[config.mk]
export PLATFORM = sky130hd
export DESIGN_NAME = sbus_frame_receiver_decoder_unit
export DESIGN_NICKNAME = d
export VERILOG_FILES = /design/src/rtl/core/sfrd_pkg.sv /design/src/rtl/core/sfrd_ctrl.sv /design/src/rtl/core/sfrd_dp.sv /design/src/rtl/core/sbus_frame_receiver_decoder_unit.sv
export SDC_FILE = /design/constraint.sdc
export NUM_CORES = 1
export LEC_CHECK = 0
export BUFFER_PORTS_ARGS = -buffer_cell sky130_fd_sc_hd__buf_2
export CAP_MARGIN = 20
export CELL_PAD_IN_SITES_DETAIL_PLACEMENT = 2
export CELL_PAD_IN_SITES_GLOBAL_PLACEMENT = 2
export CORE_MARGIN = 2
export CORE_UTILIZATION = 45
export CTS_BUF_LIST = sky130_fd_sc_hd__clkbuf_16
export DETAILED_ROUTE_END_ITERATION = 6
export PLACE_DENSITY_LB_ADDON = 0.1
export SYNTH_ARGS = -nofsm -noshare
export SYNTH_HDL_FRONTEND = slang
export SYNTH_HIERARCHICAL = 1
export SYNTH_SLANG_ARGS = --single-unit
[constraint.sdc]
create_clock -name clk -period 11.6 [get_ports clk]
set_input_delay 2.32 -clock clk [delete_from_list [all_inputs] [get_ports clk]]
set_output_delay 2.32 -clock clk [all_outputs]
set_load 0.005 [all_outputs]
[src/rtl/core/sfrd_pkg.sv]
`default_nettype none

package sfrd_pkg;

  // Frame layout
  localparam int unsigned NUM_CHANNELS_DEF = 16;
  localparam int unsigned FRAME_BYTES      = 25;
  localparam int unsigned DATA_BYTES       = 22;
  localparam int unsigned STORE_W          = DATA_BYTES * 8;

  localparam logic [7:0] HEADER_BYTE = 8'h0F;
  localparam logic [7:0] FOOTER_STD  = 8'h00;

  // Field widths
  localparam int unsigned RAW_W  = 11;
  localparam int unsigned VAL_W  = 12;
  localparam int unsigned IDX_W  = 4;
  localparam int unsigned POS_W  = 5;
  localparam int unsigned CFG_AW = 2;
  localparam int unsigned CFG_DW = 12;

  // Byte positions within a frame (header is position 0 while hunting)
  localparam logic [POS_W-1:0] POS_WAIT      = 5'd0;
  localparam logic [POS_W-1:0] POS_LAST_DATA = POS_W'(DATA_BYTES);
  localparam logic [POS_W-1:0] POS_FOOTER    = POS_W'(FRAME_BYTES - 1);

  // Input command codes
  localparam logic CMD_BYTE   = 1'b0;
  localparam logic CMD_RESYNC = 1'b1;

  // Configuration register indexes
  localparam logic [CFG_AW-1:0] CFG_RAW_OFFSET  = 2'd0;
  localparam logic [CFG_AW-1:0] CFG_OUTPUT_BASE = 2'd1;
  localparam logic [CFG_AW-1:0] CFG_OUTPUT_MIN  = 2'd2;
  localparam logic [CFG_AW-1:0] CFG_OUTPUT_MAX  = 2'd3;

  // Configuration reset values
  localparam logic [RAW_W-1:0] RAW_OFFSET_RST  = 11'd282;
  localparam logic [VAL_W-1:0] OUTPUT_BASE_RST = 12'd1050;
  localparam logic [VAL_W-1:0] OUTPUT_MIN_RST  = 12'd1050;
  localparam logic [VAL_W-1:0] OUTPUT_MAX_RST  = 12'd1950;

  // Controller to datapath
  typedef struct packed {
    logic             byte_shift;   // push a data byte into the frame store
    logic             footer_load;  // latch footer status
    logic             calc_diff;    // take next raw channel, subtract offset
    logic             calc_scale;   // scale by 5/8 and add base
    logic             out_load;     // clamp and load output register
    logic [IDX_W-1:0] chan;
    logic             last;
  } ctrl_cmd_t;

  // Datapath to controller
  typedef struct packed {
    logic hdr_match;
    logic out_free;
  } ctrl_sts_t;

endpackage

`default_nettype wire

[src/rtl/core/sfrd_ctrl.sv]
`default_nettype none

module sfrd_ctrl #(
  parameter int unsigned NUM_CHANNELS = sfrd_pkg::NUM_CHANNELS_DEF
) (
  input  wire logic                 clk,
  input  wire logic                 rst_n,
  input  wire logic                 in_valid,
  input  wire logic                 in_cmd,
  output      logic                 in_stall,
  input  wire sfrd_pkg::ctrl_sts_t  sts,
  output      sfrd_pkg::ctrl_cmd_t  cmd
);

  typedef enum logic [1:0] {
    S_IDLE,
    S_DIFF,
    S_SCALE,
    S_CLAMP
  } state_t;

  localparam logic [sfrd_pkg::IDX_W-1:0] LAST_CHAN = sfrd_pkg::IDX_W'(NUM_CHANNELS - 1);

  state_t                         state_r, state_nxt;
  logic [sfrd_pkg::POS_W-1:0]     pos_r, pos_nxt;
  logic [sfrd_pkg::IDX_W-1:0]     chan_r, chan_nxt;
  logic                           in_xfer;
  logic                           is_last;

  assign in_stall = (state_r != S_IDLE);
  assign in_xfer  = in_valid && !in_stall;
  assign is_last  = (chan_r == LAST_CHAN);

  // Next-state and command decode
  always_comb begin
    state_nxt       = state_r;
    pos_nxt         = pos_r;
    chan_nxt        = chan_r;
    cmd             = '0;
    cmd.chan        = chan_r;
    cmd.last        = is_last;
    unique case (state_r)
      S_IDLE: begin
        if (in_xfer) begin
          if (in_cmd == sfrd_pkg::CMD_RESYNC) begin
            pos_nxt = sfrd_pkg::POS_WAIT;
          end else if (pos_r == sfrd_pkg::POS_WAIT || pos_r > sfrd_pkg::POS_FOOTER) begin
            // hunting for the header; other bytes are dropped
            pos_nxt = sts.hdr_match ? 5'd1 : sfrd_pkg::POS_WAIT;
          end else if (pos_r <= sfrd_pkg::POS_LAST_DATA) begin
            cmd.byte_shift = 1'b1;
            pos_nxt        = pos_r + 5'd1;
          end else if (pos_r < sfrd_pkg::POS_FOOTER) begin
            // flags byte, discarded
            pos_nxt = pos_r + 5'd1;
          end else begin
            // footer: frame complete, start unpacking
            cmd.footer_load = 1'b1;
            pos_nxt         = sfrd_pkg::POS_WAIT;
            chan_nxt        = '0;
            state_nxt       = S_DIFF;
          end
        end
      end
      S_DIFF: begin
        cmd.calc_diff = 1'b1;
        state_nxt     = S_SCALE;
      end
      S_SCALE: begin
        cmd.calc_scale = 1'b1;
        state_nxt      = S_CLAMP;
      end
      S_CLAMP: begin
        if (sts.out_free) begin
          cmd.out_load = 1'b1;
          if (is_last) begin
            state_nxt = S_IDLE;
          end else begin
            chan_nxt  = chan_r + 4'd1;
            state_nxt = S_DIFF;
          end
        end
      end
      default: state_nxt = S_IDLE;
    endcase
  end

  always_ff @(posedge clk) begin
    if (!rst_n) begin
      state_r <= S_IDLE;
      pos_r   <= sfrd_pkg::POS_WAIT;
      chan_r  <= '0;
    end else begin
      state_r <= state_nxt;
      pos_r   <= pos_nxt;
      chan_r  <= chan_nxt;
    end
  end

endmodule

`default_nettype wire

[src/rtl/core/sfrd_dp.sv]
`default_nettype none

module sfrd_dp (
  input  wire logic                         clk,
  input  wire logic                         rst_n,
  input  wire logic [7:0]                   in_rx_byte,
  input  wire logic                         cfg_we,
  input  wire logic [sfrd_pkg::CFG_AW-1:0]  cfg_index,
  input  wire logic [sfrd_pkg::CFG_DW-1:0]  cfg_data,
  input  wire sfrd_pkg::ctrl_cmd_t          cmd,
  output      sfrd_pkg::ctrl_sts_t          sts,
  output      logic                         out_valid,
  input  wire logic                         out_stall,
  output      logic [sfrd_pkg::IDX_W-1:0]   out_channel_index,
  output      logic [sfrd_pkg::VAL_W-1:0]   out_channel_value,
  output      logic [sfrd_pkg::RAW_W-1:0]   out_raw_value,
  output      logic                         out_footer_nonstandard,
  output      logic                         out_last
);

  localparam int unsigned RAW_W = sfrd_pkg::RAW_W;
  localparam int unsigned VAL_W = sfrd_pkg::VAL_W;
  localparam int unsigned MAP_W = VAL_W + 2;   // signed, covers base +/- 1279

  // Configuration registers
  logic [RAW_W-1:0] raw_offset_r;
  logic [VAL_W-1:0] output_base_r, output_min_r, output_max_r;

  // Frame store as a byte shift line; channel 0 sits at the bottom
  logic [sfrd_pkg::STORE_W-1:0] store_r;
  logic                         footer_bad_r;

  // Per-channel arithmetic stages
  logic [RAW_W-1:0]        raw_r;
  logic [RAW_W-1:0]        mag_r;
  logic                    neg_r;
  logic signed [MAP_W-1:0] mapped_r;

  // Output register
  logic                    out_valid_r;
  logic [sfrd_pkg::IDX_W-1:0] out_idx_r;
  logic [VAL_W-1:0]        out_val_r;
  logic [RAW_W-1:0]        out_raw_r;
  logic                    out_foot_r;
  logic                    out_last_r;

  logic signed [RAW_W:0]   diff;
  logic [RAW_W:0]          diff_abs;
  logic [RAW_W+2:0]        prod;
  logic [RAW_W-1:0]        q;
  logic signed [MAP_W-1:0] mapped_nxt;
  logic signed [MAP_W-1:0] clamp_hi;
  logic [VAL_W-1:0]        clamped;

  // Configuration writes
  always_ff @(posedge clk) begin
    if (!rst_n) begin
      raw_offset_r  <= sfrd_pkg::RAW_OFFSET_RST;
      output_base_r <= sfrd_pkg::OUTPUT_BASE_RST;
      output_min_r  <= sfrd_pkg::OUTPUT_MIN_RST;
      output_max_r  <= sfrd_pkg::OUTPUT_MAX_RST;
    end else if (cfg_we) begin
      unique case (cfg_index)
        sfrd_pkg::CFG_RAW_OFFSET:  raw_offset_r  <= cfg_data[RAW_W-1:0];
        sfrd_pkg::CFG_OUTPUT_BASE: output_base_r <= cfg_data;
        sfrd_pkg::CFG_OUTPUT_MIN:  output_min_r  <= cfg_data;
        sfrd_pkg::CFG_OUTPUT_MAX:  output_max_r  <= cfg_data;
        default: ;
      endcase
    end
  end

  // Subtract offset, split into sign and magnitude
  assign diff     = $signed({1'b0, store_r[RAW_W-1:0]}) - $signed({1'b0, raw_offset_r});
  assign diff_abs = diff[RAW_W] ? (~diff + 1'b1) : diff;

  // mag * 5 / 8 rounded half up, then apply sign around base
  assign prod       = {mag_r, 2'b00} + {2'b00, mag_r} + (RAW_W+3)'(4);
  assign q          = prod[RAW_W+2:3];
  assign mapped_nxt = neg_r ? ($signed({2'b00, output_base_r}) - $signed({3'b000, q}))
                            : ($signed({2'b00, output_base_r}) + $signed({3'b000, q}));

  // Upper bound first, then lower
  assign clamp_hi = (mapped_r > $signed({2'b00, output_max_r})) ?
                    $signed({2'b00, output_max_r}) : mapped_r;
  assign clamped  = (clamp_hi < $signed({2'b00, output_min_r})) ?
                    output_min_r : clamp_hi[VAL_W-1:0];

  // Frame store and arithmetic stages
  always_ff @(posedge clk) begin
    if (cmd.byte_shift) begin
      store_r <= {in_rx_byte, store_r[sfrd_pkg::STORE_W-1:8]};
    end else if (cmd.calc_diff) begin
      store_r <= {{RAW_W{1'b0}}, store_r[sfrd_pkg::STORE_W-1:RAW_W]};
    end
    if (cmd.footer_load) begin
      footer_bad_r <= (in_rx_byte != sfrd_pkg::FOOTER_STD);
    end
    if (cmd.calc_diff) begin
      raw_r <= store_r[RAW_W-1:0];
      mag_r <= diff_abs[RAW_W-1:0];
      neg_r <= diff[RAW_W];
    end
    if (cmd.calc_scale) begin
      mapped_r <= mapped_nxt;
    end
  end

  // Output register: holds while stalled
  always_ff @(posedge clk) begin
    if (!rst_n) begin
      out_valid_r <= 1'b0;
    end else if (cmd.out_load) begin
      out_valid_r <= 1'b1;
    end else if (!out_stall) begin
      out_valid_r <= 1'b0;
    end
  end

  always_ff @(posedge clk) begin
    if (cmd.out_load) begin
      out_idx_r  <= cmd.chan;
      out_val_r  <= clamped;
      out_raw_r  <= raw_r;
      out_foot_r <= footer_bad_r;
      out_last_r <= cmd.last;
    end
  end

  assign sts.hdr_match = (in_rx_byte == sfrd_pkg::HEADER_BYTE);
  assign sts.out_free  = !out_valid_r || !out_stall;

  assign out_valid              = out_valid_r;
  assign out_channel_index      = out_idx_r;
  assign out_channel_value      = out_val_r;
  assign out_raw_value          = out_raw_r;
  assign out_footer_nonstandard = out_foot_r;
  assign out_last               = out_last_r;

endmodule

`default_nettype wire

[src/rtl/core/sbus_frame_receiver_decoder_unit.sv]
`default_nettype none

// SBUS frame receiver and channel decoder. Bytes other than the 0x0F header
// are dropped while hunting, then the 22 data bytes are collected, the flags
// byte is discarded and the footer byte is checked. On the footer transfer
// the block stalls its input and emits NUM_CHANNELS results, one per channel,
// each passing in turn through the subtract, scale and clamp steps of the
// shared datapath; the clamp step waits while the result side stalls. The
// last result of a frame may wait in the output register while the next
// frame's bytes are taken. A resync transfer (cmd = 1) returns the parser to
// header hunting. Configuration (cfg_ready is always high) should be written
// only while no frame results are outstanding.

module sbus_frame_receiver_decoder_unit #(
  parameter int unsigned NUM_CHANNELS = sfrd_pkg::NUM_CHANNELS_DEF
) (
  input  wire logic                         clk,
  input  wire logic                         rst_n,
  // received byte channel
  input  wire logic                         in_valid,
  output      logic                         in_stall,
  input  wire logic                         in_cmd,
  input  wire logic [7:0]                   in_rx_byte,
  // channel results
  output      logic                         out_valid,
  input  wire logic                         out_stall,
  output      logic [sfrd_pkg::IDX_W-1:0]   out_channel_index,
  output      logic [sfrd_pkg::VAL_W-1:0]   out_channel_value,
  output      logic [sfrd_pkg::RAW_W-1:0]   out_raw_value,
  output      logic                         out_footer_nonstandard,
  output      logic                         out_last,
  // configuration writes
  input  wire logic                         cfg_valid,
  output      logic                         cfg_ready,
  input  wire logic [sfrd_pkg::CFG_AW-1:0]  cfg_index,
  input  wire logic [sfrd_pkg::CFG_DW-1:0]  cfg_data
);

  sfrd_pkg::ctrl_cmd_t cmd;
  sfrd_pkg::ctrl_sts_t sts;

  assign cfg_ready = 1'b1;

  sfrd_ctrl #(
    .NUM_CHANNELS (NUM_CHANNELS)
  ) u_ctrl (
    .clk      (clk),
    .rst_n    (rst_n),
    .in_valid (in_valid),
    .in_cmd   (in_cmd),
    .in_stall (in_stall),
    .sts      (sts),
    .cmd      (cmd)
  );

  sfrd_dp u_dp (
    .clk                    (clk),
    .rst_n                  (rst_n),
    .in_rx_byte             (in_rx_byte),
    .cfg_we                 (cfg_valid && cfg_ready),
    .cfg_index              (cfg_index),
    .cfg_data               (cfg_data),
    .cmd                    (cmd),
    .sts                    (sts),
    .out_valid              (out_valid),
    .out_stall              (out_stall),
    .out_channel_index      (out_channel_index),
    .out_channel_value      (out_channel_value),
    .out_raw_value          (out_raw_value),
    .out_footer_nonstandard (out_footer_nonstandard),
    .out_last               (out_last)
  );

endmodule

`default_nettype wire

==> impl_metrics.env <==
export IMPL_status="complete, no violations"
export IMPL_grt_max_degree=91
export IMPL_grt_pass1_wl_mm=60.12
export IMPL_cts_num_sinks=302
export IMPL_crit_required_ns=11.88
export IMPL_pwr_density_cell_nw_per_um2=193.6
export IMPL_yosys_register_bits=302
export IMPL_grt_overflow=0
export IMPL_synthArstFlopShare_pct=0
export IMPL_vias=9515
export IMPL_grtUsageTotal_pct=22.05
export IMPL_fillers=3210
export IMPL_min_period_ns=5.491
export IMPL_critPathSlowestCell="buf_4"
export IMPL_synth_top_cell_by_area="edfxtp_1"
export IMPL_totalWireLength_mm=38.06
export IMPL_dp_final_hpwl_mm=26.91
export IMPL_die_h_um=186.8
export IMPL_multiInputGateArea_sq_um=6123
export IMPL_portBuffers=58
export IMPL_reg2regPathDepth=16
export IMPL_drtIter0Drc=412
export IMPL_rows=66
export IMPL_rsz0062_at_grt="no"
export IMPL_arrival_ns=5.77
export IMPL_ys_top_cells_by_count="edfxtp_1 (243), mux2_2 (188), nand2_1 (115), ha_1 (83), inv_1 (73)"
export IMPL_yosysSeqAreaShare_pct=56.37
export IMPL_critPathMostFrequentCell="buf_4"
export IMPL_report_final_slew_viol_count=0
export IMPL_holdBufCountCts=0
export IMPL_total_power_uw=3261
export IMPL_synth_edf_count=243
export IMPL_finClkSkew_ns=0.02603
export IMPL_maxSlewHeadroom_pct=28.43
export IMPL_worst_pin_slew_ns=1.074
export IMPL_holdCritPathClass="flip-flop to flip-flop"
export IMPL_htree_levels=2
export IMPL_post_cts_resized=0
export IMPL_synth_cell_types=69
export IMPL_timing_setup_tns_ns=0
export IMPL_ir_drop_uv=135.9
export IMPL_crit_chain="buf_2 > nand2_1 > nor4_1 > and2_4 > buf_4 > buf_4 > mux2_2"
export IMPL_synth_most_common_cell="edfxtp_1"
export IMPL_hold_viol_final=0
export IMPL_cpPeakStageDelay_ns=0.96
export IMPL_synth_top_area_share_pct=48.52
export IMPL_timing_final_crit_share_pct=47.34
export IMPL_critPathLaunchType="primary input"
export IMPL_fmax_ghz=0.1821
export IMPL_viasPerCell=5.574
export IMPL_cts_root_buf="clkbuf_16"
export IMPL_wl_per_cell_um=22.30
export IMPL_cts_buffers=35
export IMPL_n_antenna_cell=0
export IMPL_drive_gt1_share_pct=24.74
export IMPL_syn_nets=1294
export IMPL_p_leak_uw=0.006266
export IMPL_finalSetupViolations=0
export IMPL_syn_avg_cell_area_sq_um=12.76
export IMPL_synth_area_leaders="edfxtp_1 (49%), mux2_2 (14%), dfxtp_1 (7.9%)"
export IMPL_cts_tree="yes"
export IMPL_start_util_pct=45.99
export IMPL_die_width_um=186.8
export IMPL_worstSetupPathType="primary input to flip-flop"
export IMPL_maxCapViolations=0
export IMPL_pin_count=60
export IMPL_die_area_sq_um=34900
export IMPL_grt_pass1_vias=10680
export IMPL_antenna_found_initial=0
export IMPL_r2r_slack_ns=7.02
export IMPL_ff_latch_area_sq_um=8478
export IMPL_whs_endpoint="u_dp/out_footer_nonstandard$_DFFE_PP_"
export IMPL_min_from="u_dp/footer_bad_r$_DFFE_PP_"
export IMPL_gp_congestion=0.7541
export IMPL_timing_rr_start="u_dp/mapped_r[3]$_DFFE_PP_"
export IMPL_synth_warnings=6
export IMPL_end_kind="flip-flop"
export IMPL_cts_buffer_depth=3
export IMPL_antenna_left=0
export IMPL_synthCells=1179
export IMPL_yosys_most_used_dff="edfxtp_1"
export IMPL_cp_max_fo=90
export IMPL_clk_latency_ns=0.54
export IMPL_holdPathStages=0
export IMPL_drt_pass1_iterations=5
export IMPL_drcViolationCount=0
export IMPL_syn_area_sq_um=15040
export IMPL_clk_pin_slew_ns=0.06
export IMPL_core_sq_um=32700
export IMPL_final_net_count=1355
export IMPL_cts_setup_buffers=0
export IMPL_syn_to_final_growth_pct=11.98
export IMPL_reg2reg_to="u_dp/out_channel_value[4]$_DFFE_PP_"
==> critical path, delay by kind of cell <==
family                 cells  cell delay [ns]
multiplexers               1             0.46
AND/OR/NAND/NOR            3             1.14
buffers and inverters      3             1.77
==> cell families after synthesis <==
family                     after synthesis  synth area share, %
and+or+nand+nor                        268                8.527
other                                    1              0.02493
AOI/OAI and AO/OA                      179                8.369
buffers and inverters                  117                2.978
xor gates and xnor gates                30                1.747
muxes                                  195                14.54
adders and majority gates               87                7.438
DFF                                    302                56.37
==> layout make-up <==
type	count	share of cell area, %
well taps	442	3.284
inverters	73	1.627
repair buffers	68	2.288
clock inverters	27	0.8990
flip-flops and latches	302	50.34
multi-input cells	760	36.36
clock buffers	35	5.201
==> through the flow <==
step | cell area [sq um] | cells | hold WS [ns] | util, % | setup WS (ns)
2_1_floorplan | 15040 | 1179 | 0.4003 | - | 5.132
3_3_place_gp | 15790 | 1644 | 0.4023 | 48.27 | 5.694
3_5_place_dp | 15810 | 1645 | 0.4075 | 48.36 | 5.598
4_1_cts | 16840 | 1707 | 0.4208 | 51.50 | 6.101
5_1_grt | 16840 | 1707 | 0.4274 | 51.50 | 5.851
6_report | 16840 | 1707 | 0.4178 | 51.50 | 6.109
==> cell usage in the layout (no fill, tap or decap), types with 12 or more instances in the layout <==
| cell type | synthesis | layout |
|---|---|---|
| nand3_1 | 18 | 18 |
| o21ai_0 | 25 | 25 |
| clkbuf_16 | 0 | 35 |
| nand2b_1 | 12 | 12 |
| a21o_1 | 18 | 18 |
| edfxtp_1 | 243 | 243 |
| nor2_1 | 42 | 42 |
| a21oi_1 | 30 | 30 |
| and2_1 | 15 | 14 |
| o211ai_1 | 17 | 17 |
| buf_2 | 1 | 58 |
| ha_1 | 83 | 83 |
| inv_1 | 73 | 84 |
| nor3_1 | 12 | 12 |
| a21boi_0 | 30 | 30 |
| mux2_2 | 188 | 188 |
| nand2_1 | 115 | 115 |
| dfxtp_1 | 59 | 59 |
| xnor2_1 | 21 | 21 |
==> worst max-delay path by stage <==
| stage | start | slack (ns) | cells past startpoint | to |
|---|---|---|---|---|
| 2_1_floorplan | in_valid | 5.13 | 7 | u_dp/store_r[0]$_DFFE_PP_ |
| 3_3_place_gp | in_valid | 5.69 | 7 | u_dp/store_r[165]$_SDFFCE_PN0P_ |
| 3_5_place_dp | in_valid | 5.60 | 7 | u_dp/store_r[9]$_DFFE_PP_ |
| 4_1_cts | in_valid | 6.10 | 7 | u_dp/store_r[9]$_DFFE_PP_ |
| 5_1_grt | in_valid | 5.85 | 7 | u_dp/store_r[9]$_DFFE_PP_ |
| 6_report | in_valid | 6.11 | 7 | u_dp/store_r[9]$_DFFE_PP_ |
==> routing by layer <==
layer  wire (um)  global-route usage (%)  vias up
met2       19970                   40.48      144
met5           0                       0        -
met1       15610                   25.92     4824
met3        1056                   2.833       82
li1            -                       -     4465
met4        1425                   9.249        0
==> where the power goes <==
| group | internal (uW) | switching, uW | leakage, uW |
|---|---|---|---|
| Sequential | 1370 | 78.2 | 0.00270 |
| Combinational | 325 | 487 | 0.00302 |
| Clock | 552 | 448 | 0.000545 |
==> sequential cells by signal (all words and copies together), names as in the netlist, 4 cells and up <==
signal                  cells
u_dp/output_base_r         12
u_dp/mag_r                 11
u_dp/output_min_r          12
u_ctrl/pos_r                5
u_dp/store_r              176
u_dp/out_raw_value         11
u_dp/out_channel_index      4
u_dp/out_channel_value     12
u_dp/raw_r                 11
u_dp/raw_offset_r          11
u_dp/output_max_r          12
u_dp/mapped_r              14
u_ctrl/chan_r               4
Note: power is estimated with default switching activity, not from simulation.
